[config.mk]
export PLATFORM = sky130hd
export DESIGN_NAME = bounded_double_ended_queue
export DESIGN_NICKNAME = d
export VERILOG_FILES = /design/src/hdl/bdeq_pkg.sv /design/src/hdl/bounded_double_ended_queue.sv /design/src/hdl/bdeq_cell.sv /design/src/hdl/bdeq_ctrl.sv
export SDC_FILE = /design/constraint.sdc
export NUM_CORES = 1
export LEC_CHECK = 0
export BUFFER_PORTS_ARGS = -buffer_cell sky130_fd_sc_hd__clkbuf_2
export CAP_MARGIN = 30
export CELL_PAD_IN_SITES_DETAIL_PLACEMENT = 1
export CELL_PAD_IN_SITES_GLOBAL_PLACEMENT = 2
export CORE_MARGIN = 5
export CORE_UTILIZATION = 23
export DETAILED_ROUTE_END_ITERATION = 10
export PLACE_DENSITY = 0.45
export SYNTH_ARGS = -nofsm -noshare
export SYNTH_HDL_FRONTEND = slang
export SYNTH_SLANG_ARGS = --single-unit
[constraint.sdc]
create_clock -name clk_i -period 5.2 [get_ports clk_i]
set_clock_uncertainty 0.15 [all_clocks]
set_input_delay 0.52 -clock clk_i [delete_from_list [all_inputs] [get_ports clk_i]]
set_output_delay 0.52 -clock clk_i [all_outputs]
set_load 0.02 [all_outputs]
[src/hdl/bdeq_pkg.sv]
// Shared types and constants for the bounded double-ended queue.
`default_nettype none

package bdeq_pkg;

  localparam int DEFAULT_DEPTH = 16;
  localparam int DATA_W        = 32;
  localparam int ACTION_W      = 3;
  localparam int STATUS_W      = 2;
  localparam int OCC_W         = 5;

  typedef enum logic [ACTION_W-1:0] {
    ACT_INS_FRONT  = 3'd0,
    ACT_INS_BACK   = 3'd1,
    ACT_REM_FRONT  = 3'd2,
    ACT_REM_BACK   = 3'd3,
    ACT_PEEK_FRONT = 3'd4,
    ACT_PEEK_BACK  = 3'd5
  } action_e;

  typedef enum logic [STATUS_W-1:0] {
    ST_OK    = 2'd0,
    ST_FULL  = 2'd1,
    ST_EMPTY = 2'd2
  } status_e;

  // Broadcast command to every cell of the chain.
  typedef struct packed {
    logic shift_right;  // insert at front: every entry moves one cell back
    logic shift_left;   // remove at front: every entry moves one cell forward
    logic write_back;   // insert at back: the cell at the current count loads
  } cell_cmd_t;

endpackage

`default_nettype wire

[src/hdl/bounded_double_ended_queue.sv]
// Top level of the bounded double-ended queue: a chain of shifting storage cells.
//
//   channel | direction | handshake                | payload
//   --------+-----------+--------------------------+---------------------------------------
//   in      | into      | in_valid_i / in_stall_o  | action_i, data_in_i
//   out     | out of    | out_valid_o / out_stall_i| status_o, data_out_o, occupancy_o,
//           |           |                          | is_empty_flag_o, is_full_flag_o
//
// One transfer per cycle while in_stall_o is low: an operation is taken in one cycle and its result is
// registered, shown the cycle after. The chain shifts all cells in that same cycle.
// in_stall_o rises only while a result sits in the output register and out is stalled.
// Reset (async, active low) clears the entry count and the output valid; the cells
// themselves are not cleared, and no clearing pass runs.
`default_nettype none

module bounded_double_ended_queue #(
  parameter int DEPTH = bdeq_pkg::DEFAULT_DEPTH
) (
  input  wire                                     clk_i,
  input  wire                                     rst_ni,
  input  wire                                     in_valid_i,
  output logic                                    in_stall_o,
  input  wire [bdeq_pkg::ACTION_W-1:0]            action_i,
  input  wire signed [bdeq_pkg::DATA_W-1:0]       data_in_i,
  output logic                                    out_valid_o,
  input  wire                                     out_stall_i,
  output logic [bdeq_pkg::STATUS_W-1:0]           status_o,
  output logic signed [bdeq_pkg::DATA_W-1:0]      data_out_o,
  output logic [bdeq_pkg::OCC_W-1:0]              occupancy_o,
  output logic                                    is_empty_flag_o,
  output logic                                    is_full_flag_o
);

  localparam int CntW  = $clog2(DEPTH + 1);
  localparam int DataW = bdeq_pkg::DATA_W;

  // Cell i holds the entry at distance i from the front. Front inserts and
  // removes shift the whole chain; back inserts load the cell at the count.
  logic [DataW-1:0]     cell_val  [DEPTH];
  logic [DataW-1:0]     cell_tail [DEPTH];
  logic [DEPTH-1:0]     tail_col  [DataW];
  logic [DataW-1:0]     back_val;
  logic [DataW-1:0]     data_in;
  logic [CntW-1:0]      count;
  bdeq_pkg::cell_cmd_t  cmd;

  assign data_in = data_in_i;

  for (genvar i = 0; i < DEPTH; i++) begin : g_cell
    logic [DataW-1:0] prev_val, next_val;

    if (i == 0) begin : g_first
      assign prev_val = data_in;
    end else begin : g_mid
      assign prev_val = cell_val[i-1];
    end

    if (i == DEPTH - 1) begin : g_last
      assign next_val = '0;
    end else begin : g_inner
      assign next_val = cell_val[i+1];
    end

    bdeq_cell #(
      .DEPTH (DEPTH),
      .IDX   (i)
    ) u_cell (
      .clk_i     (clk_i),
      .cmd_i     (cmd),
      .count_i   (count),
      .data_in_i (data_in),
      .prev_i    (prev_val),
      .next_i    (next_val),
      .value_o   (cell_val[i]),
      .tail_o    (cell_tail[i])
    );
  end

  // Back entry: at most one cell flags itself as tail (none while empty), so OR the columns.
  for (genvar b = 0; b < DataW; b++) begin : g_back
    for (genvar i = 0; i < DEPTH; i++) begin : g_col
      assign tail_col[b][i] = cell_tail[i][b];
    end
    assign back_val[b] = |tail_col[b];
  end

  bdeq_ctrl #(
    .DEPTH (DEPTH)
  ) u_ctrl (
    .clk_i           (clk_i),
    .rst_ni          (rst_ni),
    .in_valid_i      (in_valid_i),
    .in_stall_o      (in_stall_o),
    .action_i        (action_i),
    .front_i         (cell_val[0]),
    .back_i          (back_val),
    .cmd_o           (cmd),
    .count_o         (count),
    .out_valid_o     (out_valid_o),
    .out_stall_i     (out_stall_i),
    .status_o        (status_o),
    .data_out_o      (data_out_o),
    .occupancy_o     (occupancy_o),
    .is_empty_flag_o (is_empty_flag_o),
    .is_full_flag_o  (is_full_flag_o)
  );

`ifndef ASSERT_OFF
  logic in_xfer;
  assign in_xfer = in_valid_i && !in_stall_o;

  a_count_bound: assert property (@(posedge clk_i) disable iff (!rst_ni)
    count <= CntW'(DEPTH))
    else $error("entry count beyond capacity");

  a_xfer_result: assert property (@(posedge clk_i) disable iff (!rst_ni)
    in_xfer |=> out_valid_o)
    else $error("accepted operation gave no result");

  a_full_reject: assert property (@(posedge clk_i) disable iff (!rst_ni)
    in_xfer && count == CntW'(DEPTH) &&
    (action_i == bdeq_pkg::ACT_INS_FRONT || action_i == bdeq_pkg::ACT_INS_BACK)
    |=> status_o == bdeq_pkg::ST_FULL && count == $past(count))
    else $error("insert on full queue not rejected");

  a_front_pop: assert property (@(posedge clk_i) disable iff (!rst_ni)
    in_xfer && count != '0 && action_i == bdeq_pkg::ACT_REM_FRONT
    |=> data_out_o == $past(cell_val[0]) && count == $past(count) - CntW'(1))
    else $error("front remove returned wrong entry");
`endif

endmodule

`default_nettype wire

[src/hdl/bdeq_cell.sv]
// One storage cell of the queue chain; cell 0 holds the front entry.
`default_nettype none

module bdeq_cell #(
  parameter int DEPTH = bdeq_pkg::DEFAULT_DEPTH,
  parameter int IDX   = 0
) (
  input  wire                                clk_i,
  input  wire bdeq_pkg::cell_cmd_t           cmd_i,
  input  wire [$clog2(DEPTH+1)-1:0]          count_i,
  input  wire [bdeq_pkg::DATA_W-1:0]         data_in_i,
  input  wire [bdeq_pkg::DATA_W-1:0]         prev_i,   // neighbor toward the front
  input  wire [bdeq_pkg::DATA_W-1:0]         next_i,   // neighbor toward the back
  output logic [bdeq_pkg::DATA_W-1:0]        value_o,
  output logic [bdeq_pkg::DATA_W-1:0]        tail_o    // own value if this is the back
);

  localparam int CntW = $clog2(DEPTH + 1);

  logic [bdeq_pkg::DATA_W-1:0] value_q, value_d;
  logic                        is_slot, is_tail;

  assign is_slot = (count_i == CntW'(IDX));
  assign is_tail = (count_i == CntW'(IDX + 1));

  always_comb begin
    value_d = value_q;
    if (cmd_i.shift_right) begin
      value_d = prev_i;
    end else if (cmd_i.shift_left) begin
      value_d = next_i;
    end else if (cmd_i.write_back && is_slot) begin
      value_d = data_in_i;
    end
  end

  // payload only, no reset
  always_ff @(posedge clk_i) begin
    value_q <= value_d;
  end

  assign value_o = value_q;
  assign tail_o  = is_tail ? value_q : '0;

endmodule

`default_nettype wire

[src/hdl/bdeq_ctrl.sv]
// Operation decode, entry count and result register of the queue.
`default_nettype none

module bdeq_ctrl #(
  parameter int DEPTH = bdeq_pkg::DEFAULT_DEPTH
) (
  input  wire                                clk_i,
  input  wire                                rst_ni,
  input  wire                                in_valid_i,
  output logic                               in_stall_o,
  input  wire [bdeq_pkg::ACTION_W-1:0]       action_i,
  input  wire [bdeq_pkg::DATA_W-1:0]         front_i,
  input  wire [bdeq_pkg::DATA_W-1:0]         back_i,
  output bdeq_pkg::cell_cmd_t                cmd_o,
  output logic [$clog2(DEPTH+1)-1:0]         count_o,
  output logic                               out_valid_o,
  input  wire                                out_stall_i,
  output logic [bdeq_pkg::STATUS_W-1:0]      status_o,
  output logic [bdeq_pkg::DATA_W-1:0]        data_out_o,
  output logic [bdeq_pkg::OCC_W-1:0]         occupancy_o,
  output logic                               is_empty_flag_o,
  output logic                               is_full_flag_o
);

  localparam int CntW = $clog2(DEPTH + 1);
  localparam int OccW = bdeq_pkg::OCC_W;

  logic [CntW-1:0]                count_q, count_d;
  logic                           out_valid_q, out_valid_d;
  logic [bdeq_pkg::STATUS_W-1:0]  status_q, status_d;
  logic [bdeq_pkg::DATA_W-1:0]    data_q, data_d;
  logic [OccW-1:0]                occ_q;
  logic                           empty_q, full_q;
  logic [OccW+CntW-1:0]           occ_wide;
  logic                           accept, full, empty;
  bdeq_pkg::cell_cmd_t            cmd;

  assign in_stall_o = out_valid_q && out_stall_i;
  assign accept     = in_valid_i && !in_stall_o;
  assign full       = (count_q == CntW'(DEPTH));
  assign empty      = (count_q == '0);

  always_comb begin
    cmd      = '0;
    count_d  = count_q;
    status_d = bdeq_pkg::ST_OK;
    data_d   = '0;
    unique case (bdeq_pkg::action_e'(action_i))
      bdeq_pkg::ACT_INS_FRONT: begin
        if (full) begin
          status_d = bdeq_pkg::ST_FULL;
        end else begin
          cmd.shift_right = 1'b1;
          count_d         = count_q + CntW'(1);
        end
      end
      bdeq_pkg::ACT_INS_BACK: begin
        if (full) begin
          status_d = bdeq_pkg::ST_FULL;
        end else begin
          cmd.write_back = 1'b1;
          count_d        = count_q + CntW'(1);
        end
      end
      bdeq_pkg::ACT_REM_FRONT: begin
        if (empty) begin
          status_d = bdeq_pkg::ST_EMPTY;
        end else begin
          data_d         = front_i;
          cmd.shift_left = 1'b1;
          count_d        = count_q - CntW'(1);
        end
      end
      bdeq_pkg::ACT_REM_BACK: begin
        if (empty) begin
          status_d = bdeq_pkg::ST_EMPTY;
        end else begin
          data_d  = back_i;
          count_d = count_q - CntW'(1);
        end
      end
      bdeq_pkg::ACT_PEEK_FRONT: begin
        if (empty) begin
          status_d = bdeq_pkg::ST_EMPTY;
        end else begin
          data_d = front_i;
        end
      end
      bdeq_pkg::ACT_PEEK_BACK: begin
        if (empty) begin
          status_d = bdeq_pkg::ST_EMPTY;
        end else begin
          data_d = back_i;
        end
      end
      default: begin
        // unused codes: no operation, report the queue as it is
      end
    endcase
  end

  assign cmd_o       = accept ? cmd : '0;
  assign out_valid_d = accept || (out_valid_q && out_stall_i);
  assign occ_wide    = {{OccW{1'b0}}, count_d};

  always_ff @(posedge clk_i or negedge rst_ni) begin
    if (!rst_ni) begin
      count_q     <= '0;
      out_valid_q <= 1'b0;
    end else begin
      out_valid_q <= out_valid_d;
      if (accept) begin
        count_q <= count_d;
      end
    end
  end

  always_ff @(posedge clk_i) begin
    if (accept) begin
      status_q <= status_d;
      data_q   <= data_d;
      occ_q    <= occ_wide[OccW-1:0];
      empty_q  <= (count_d == '0);
      full_q   <= (count_d == CntW'(DEPTH));
    end
  end

  assign count_o         = count_q;
  assign out_valid_o     = out_valid_q;
  assign status_o        = status_q;
  assign data_out_o      = data_q;
  assign occupancy_o     = occ_q;
  assign is_empty_flag_o = empty_q;
  assign is_full_flag_o  = full_q;

endmodule

`default_nettype wire

==> impl_metrics.toml, run 1 <==
[route]
num_vias = 21280
ant_nets = 0
vias_per_cell = 5.752
wl_per_cell_um = 34.24
met3_length_um = 6739
dr.pass1.iters = 9
wl_met1_um = 59410
drc = 0
dr.first_iter.drc_count = 2122
routed_wl_um = 126700
wl_met2_um = 57740
top_layer_used = "met5"

[finish]
final_net_count = 2090
synthToLayoutAreaGrowth_pct = 16.73
stdcell_area_um2 = 32560
post-route-util_pct = 27.10
drive_above_1_share_pct = 16.53
final_common_cell = "edfxtp_1"
layout_common_cells = "edfxtp_1 (553), a221o_1 (459), nand2_1 (149)"
n_fill_cell = 12910
multi_input_comb_area_um2 = 10080
seq_area_um2 = 16760

[sta]
period_needed_ns = 4.320
finalSetupTns_ns = 0
hold_viol = 0
setup_viol = 0
max_freq_mhz = 231.5
rsz0062_at_grt = "false"
worst_pin_slew_ns = 1.125
post-route-period-util_pct = 83.07
relSlewSlack_pct = 25.01
slew_violations = 0
setup_slack_ns = 0.8802

[worst_setup_path]
worstPathRequired_ns = 5.54
end_kind = "flop"
worstPathMaxFanout = 22
reg2reg_slack_ns = 0.88
startpoint_type = "flop"
cp-endpoint = "g_cell[13].u_cell.value_o[28]$_DFFE_PP_"
critPathSlowestCell = "and4bb_2"
crit_family = "simple AND/OR/NAND/NOR gates"
path_buf_inv = 2
max_stage_delay_ns = 0.83
cp.depth = 8
r2r-start = "u_ctrl.count_o[0]$_DFFE_PN0P_"
critPathLaunch = "u_ctrl.count_o[0]$_DFFE_PN0P_"
reg2reg_depth = 8
timing.rr.end = "g_cell[13].u_cell.value_o[28]$_DFFE_PP_"
path_cells = "inv_1 -> ha_1 -> and4bb_2 -> nand2b_1 -> or3_2 -> buf_4 -> and3_1 -> a221o_1"
path_class = "reg2reg"
crit_arrival_ns = 4.66

[floorplanning]
die_h_um = 358.2
io_pins = 82
fp.coreArea_um2 = 120100
rows = 127
die-area_um2 = 128300
die_w_um = 358.2
start_util_pct = 23.22

[worst_hold_path]
hp-class = "in2reg"
hold_depth = 3
worstHoldStart = "data_in_i[20]"

[synthesis]
syn_area_um2 = 27890
ys_types = 64
async_reset_ff_share_pct = 1.073
synth_area_leader_cell = "edfxtp_1"
synth_cells = 2037
syn_nets = 2083
yosys_warnings = 0
seq_area_frac_synth_pct = 60.08
avgSynthCellArea_um2 = 13.69
synthFlopType = "edfxtp_1"
synth_edf_count = 553
synth.top_cell.area_share_pct = 59.54
synth.area.top_cells = "edfxtp_1 (60%), a221o_1 (16%), mux2i_1 (3.4%), nand2_1 (2.0%), clkbuf_1 (2.0%)"
synth-seq-cells = 559

[power]
power_frac_comb_pct = 29.8
seqPwrFrac_pct = 38.3
p_clk_share_pct = 31.9
intPower_uw = 9562
worst_ir_drop_vdd_mv = 0.2041
switching_share_pct = 35.31
p_leak_uw = 0.01079
power_switching_uw = 5220
p_per_area_nw_per_um2 = 454.0

[clocking]
h-tree-depth = 3
worstSkewPairLatency_ns = 0.63
cts_buffers = 70
cts_resized = 0
clock_sinks = 559
cts_root_buf = "clkbuf_16"
cts_setup_buffers = 0
clk_pin_slew_ns = 0.06
cts_tree = "done"
clockBufferDepth = 3

[global_route]
grt_pass1_vias = 21280
grt_overflow = 0
track_usage_pct = 19.10
grt_max_degree = 224
antenna_found_initial = 8
grt_pass1_wl_um = 175200

[placed_design]
dp_slack_ns = 0.9302
placed_cell_area_um2 = 30300
dpl.hpwl_um = 75290
port_buffers = 81
place.gp.congestion = 0.7719

[job]
cap_violations = 0

[outcome]
outcome = "finished clean"
## worst min-delay path, delay by kind of cell
| kind | cells | cell delay (ns) |
|---|---|---|
| and+or+nand+nor | 2 | 0.10 |
| buffers and inverters | 1 | 0.10 |
## worst min-delay path by stage
| stage | endpoint | slack, ns |
|---|---|---|
| after floorplan | u_ctrl.count_o[0]$_DFFE_PN0P_ | 0.07 |
| after CTS | g_cell[0].u_cell.value_o[0]$_DFFE_PP_ | 0.003 |
| after detailed placement | u_ctrl.out_valid_o$_DFF_PN0_ | 0.23 |
| after global routing | g_cell[0].u_cell.value_o[20]$_DFFE_PP_ | 0.03 |
| final | g_cell[0].u_cell.value_o[20]$_DFFE_PP_ | 0.05 |
| after global placement | u_ctrl.out_valid_o$_DFF_PN0_ | 0.23 |
## timing repair
| action | in CTS | in global routing |
|---|---|---|
| hold buffers | 11 | 0 |
| setup endpoints to repair | 0 | 0 |
| hold endpoints to repair | 15 | 0 |
## synth_stat cells (all sizes together) (13+ instances only)
| cell | count |
|---|---|
| mux2i | 96 |
| nand2 | 150 |
| o21ai | 61 |
| buf | 109 |
| and3 | 37 |
| nor2 | 31 |
| inv | 19 |
| mux2 | 18 |
| a221o | 459 |
| a221oi | 18 |
| a22oi | 46 |
| a22o | 16 |
| a21oi | 19 |
| edfxtp | 553 |
| nand3 | 14 |
| a21o | 32 |
| a222oi | 17 |
| o22ai | 27 |
| nor3 | 13 |
| clkbuf | 147 |
## kinds of logic (layout without fill, tap and decap cells)
group | Yosys count | count (layout) | synth area share (%)
AO/OA/AOI/OAI | 771 | 771 | 24.56
flip-flops | 559 | 559 | 60.08
AND/OR/NAND/NOR | 303 | 303 | 5.433
buffers and inverters | 275 | 325 | 4.998
multiplexers | 118 | 118 | 4.495
adder cells (fa/ha/maj) | 7 | 7 | 0.3140
XOR/XNOR | 4 | 4 | 0.1256
other | 0 | 1 | 0
## per-stage QoR
stage	instances	total power (uW)	hold slack, ns
3_5_place_dp	3571	10100	0.2255
6_report	3700	14780	0.05001
5_1_grt	3699	15340	0.03347
3_3_place_gp	3566	10080	0.2277
4_1_cts	3697	14920	0.003354
2_1_floorplan	2037	8007	0.07441
## layout make-up
cell class                 instances  share of cell area, %
sequential                       559                  51.49
multi-input combinational       1203                  30.96
tap                             1612                  6.195
clock buffer                      92                  5.861
timing repair buffer             191                  4.662
clock inverter                    23                 0.6034
inverter                          19                 0.2191
antenna                            1               0.007686
## metal layers
metal,vias to the layer above,GRT usage (%)
li1,8745,-
met1,11560,27.65
met2,835,30.16
met3,137,2.501
met4,2,5.014
met5,-,0
## power groups by stage
stage                     registers, uW  clock network [uW]  logic (uW)
after CTS                          5660                4880        4380
after detailed placement           5750                   0        4360
after global placement             5750                   0        4330
final                              5660                4720        4400
after floorplan                    5720                   0        2280
after global routing               5690                5070        4580
## flip-flops by register name, indices dropped and copies added (netlist names)
name	flops
u_ctrl.is_full_flag_o	1
u_ctrl.status_o	2
g_cell.u_cell.value_o	512
u_ctrl.data_out_o	32
u_ctrl.is_empty_flag_o	1
u_ctrl.count_o	5
u_ctrl.out_valid_o	1
u_ctrl.occupancy_o	5
(Power assumes the default switching activity.)
==> inputs of run 2 (changes only) <==
- PLACE_DENSITY: 0.45 -> 0.43
- clock period: 5.2 -> 4.45 ns (I/O delays scaled with it)
==> run 2 against run 1 <==
Wire length up 1.7%. Critical path depth up 2. Design area up 1.5%. Die area unchanged. Combinational power up 19%. Maximum frequency up 9.6%. Sequential share of layout area down 0.77 points. Largest power group unchanged.
==> impl_metrics.toml, run 2 (same netlist as run 1, synthesis figures left out) <==
[job]
cap_violations = 0

[clocking]
clk_pin_slew_ns = 0.06
cts_setup_buffers = 0
cts_resized = 0
worstSkewPairLatency_ns = 0.65
cts_root_buf = "clkbuf_16"
clock_sinks = 559
cts_buffers = 73
postCtsHoldBufs = 33
clockBufferDepth = 3
h-tree-depth = 3
cts_tree = "done"

[route]
wl_per_cell_um = 34.31
ant_nets = 0
drc = 0
num_vias = 21340
vias_per_cell = 5.684
routed_wl_um = 128800
dr.first_iter.drc_count = 2319
dr.pass1.iters = 6

[sta]
post-route-period-util_pct = 88.59
setup_slack_ns = 0.5075
hold_viol = 0
slew_violations = 0
relSlewSlack_pct = 21.45
worst_pin_slew_ns = 1.178
period_needed_ns = 3.942
max_freq_mhz = 253.6
whs_ns = 0.02855
rsz0062_at_grt = "false"
setup_viol = 0

[placed_design]
place.gp.congestion = 0.7697
placed_cell_area_um2 = 30500
dp_slack_ns = 0.4948
port_buffers = 81
dpl.hpwl_um = 77100

[finish]
n_fill_cell = 12840
layout_common_cells = "edfxtp_1 (553), a221o_1 (459), nand2_1 (149)"
final_common_cell = "edfxtp_1"
final_net_count = 2134
seq_area_um2 = 16760
drive_above_1_share_pct = 17.52
largest_reg_flops = 512
post-route-util_pct = 27.51
multi_input_comb_area_um2 = 10070
stdcell_area_um2 = 33050
synthToLayoutAreaGrowth_pct = 18.51

[outcome]
outcome = "finished clean"

[worst_setup_path]
worstPathMaxFanout = 16
worstPathRequired_ns = 4.68
path_class = "reg2reg"
end_kind = "flop"
crit_arrival_ns = 4.18
startpoint_type = "flop"

[power]
power_switching_uw = 6268
intPower_uw = 11210
worst_ir_drop_vdd_mv = 0.2163
power_frac_comb_pct = 30.0
p_per_area_nw_per_um2 = 528.7
switching_share_pct = 35.87
p_leak_uw = 0.01105
fin_total_pwr_uw = 17470
seqPwrFrac_pct = 37.9
p_clk_share_pct = 32.1

[global_route]
antenna_found_initial = 9
track_usage_pct = 19.46
grt_pass1_vias = 21480
grt_overflow = 0
grt_max_degree = 203
grt_pass1_wl_um = 178300

[floorplanning]
io_pins = 82
die_w_um = 358.2
die-area_um2 = 128300
start_util_pct = 23.22
fp.coreArea_um2 = 120100
rows = 127
die_h_um = 358.2

[worst_hold_path]
hp-class = "in2reg"
==> run 2: cell count changes in the layout (fill, tap and decap cells not counted), moves of 2 or more <==
cell	delta
buf_12	+5
buf_16	+2
buf_4	+16
buf_6	-3
clkbuf_1	-6
clkinv_1	+7
clkinv_2	+10
clkinv_8	+2
dlygate4sd3_1	+22
==> run 2: worst paths after layout <==
kind | start | endpoint | slack [ns] | depth (start not counted)
max | u_ctrl.count_o[0]$_DFFE_PN0P_ | g_cell[2].u_cell.value_o[10]$_DFFE_PP_ | 0.51 | 10
min | data_in_i[21] | g_cell[0].u_cell.value_o[21]$_DFFE_PP_ | 0.03 | 3
max reg2reg | u_ctrl.count_o[0]$_DFFE_PN0P_ | g_cell[2].u_cell.value_o[10]$_DFFE_PP_ | 0.51 | 10
min reg2reg | g_cell[15].u_cell.value_o[3]$_DFFE_PP_ | g_cell[14].u_cell.value_o[3]$_DFFE_PP_ | 0.44 | 1
max in group asynchronous | rst_ni | u_ctrl.count_o[2]$_DFFE_PN0P_ | 3.89 | 2
min in group asynchronous | rst_ni | u_ctrl.count_o[3]$_DFFE_PN0P_ | 0.05 | 2
==> run 2: cell type report <==
class | instances | share of cell area [%]
Clock buffer | 85 | 5.663
Multi-Input combinational cell | 1203 | 30.46
Tap cell | 1612 | 6.102
Inverter | 19 | 0.2158
Antenna cell | 1 | 0.007571
Clock inverter | 43 | 0.8858
Sequential cell | 559 | 50.72
Timing Repair Buffer | 232 | 5.943
==> run 2: power groups by stage <==
stage | Sequential, uW | Clock (uW) | Combinational, uW
floorplan | 6690 | 0 | 2670
CTS | 6610 | 5800 | 5260
detailed placement | 6720 | 0 | 5210
global placement | 6720 | 0 | 5190
finish | 6620 | 5610 | 5250
global route | 6650 | 6010 | 5480
==> run 2: per-stage QoR <==
stage                     instances  TNS (ns)
after detailed placement       3590         0
after CTS                      3751         0
after global placement         3587         0
final                          3754         0
after global routing           3753         0
after floorplan                2037   -336.12
==> run 2: layer usage <==
metal	track usage, %	vias up	wire length (um)
met5	0	-	0
met4	5.069	0	2851
met3	2.907	133	7232
met2	31.44	816	59590
met1	27.37	11560	59120
li1	-	8830	-
==> run 2: critical path: stages, from the launching register on <==
cell	delay (ns)
dfrtp_1	0.48
inv_1	0.15
ha_1	0.24
and4bb_2	0.26
buf_4	0.37
nand2b_1	0.22
nor3_2	0.11
nor2_4	0.81
o21ai_4	0.38
buf_12	0.28
buf_4	0.20
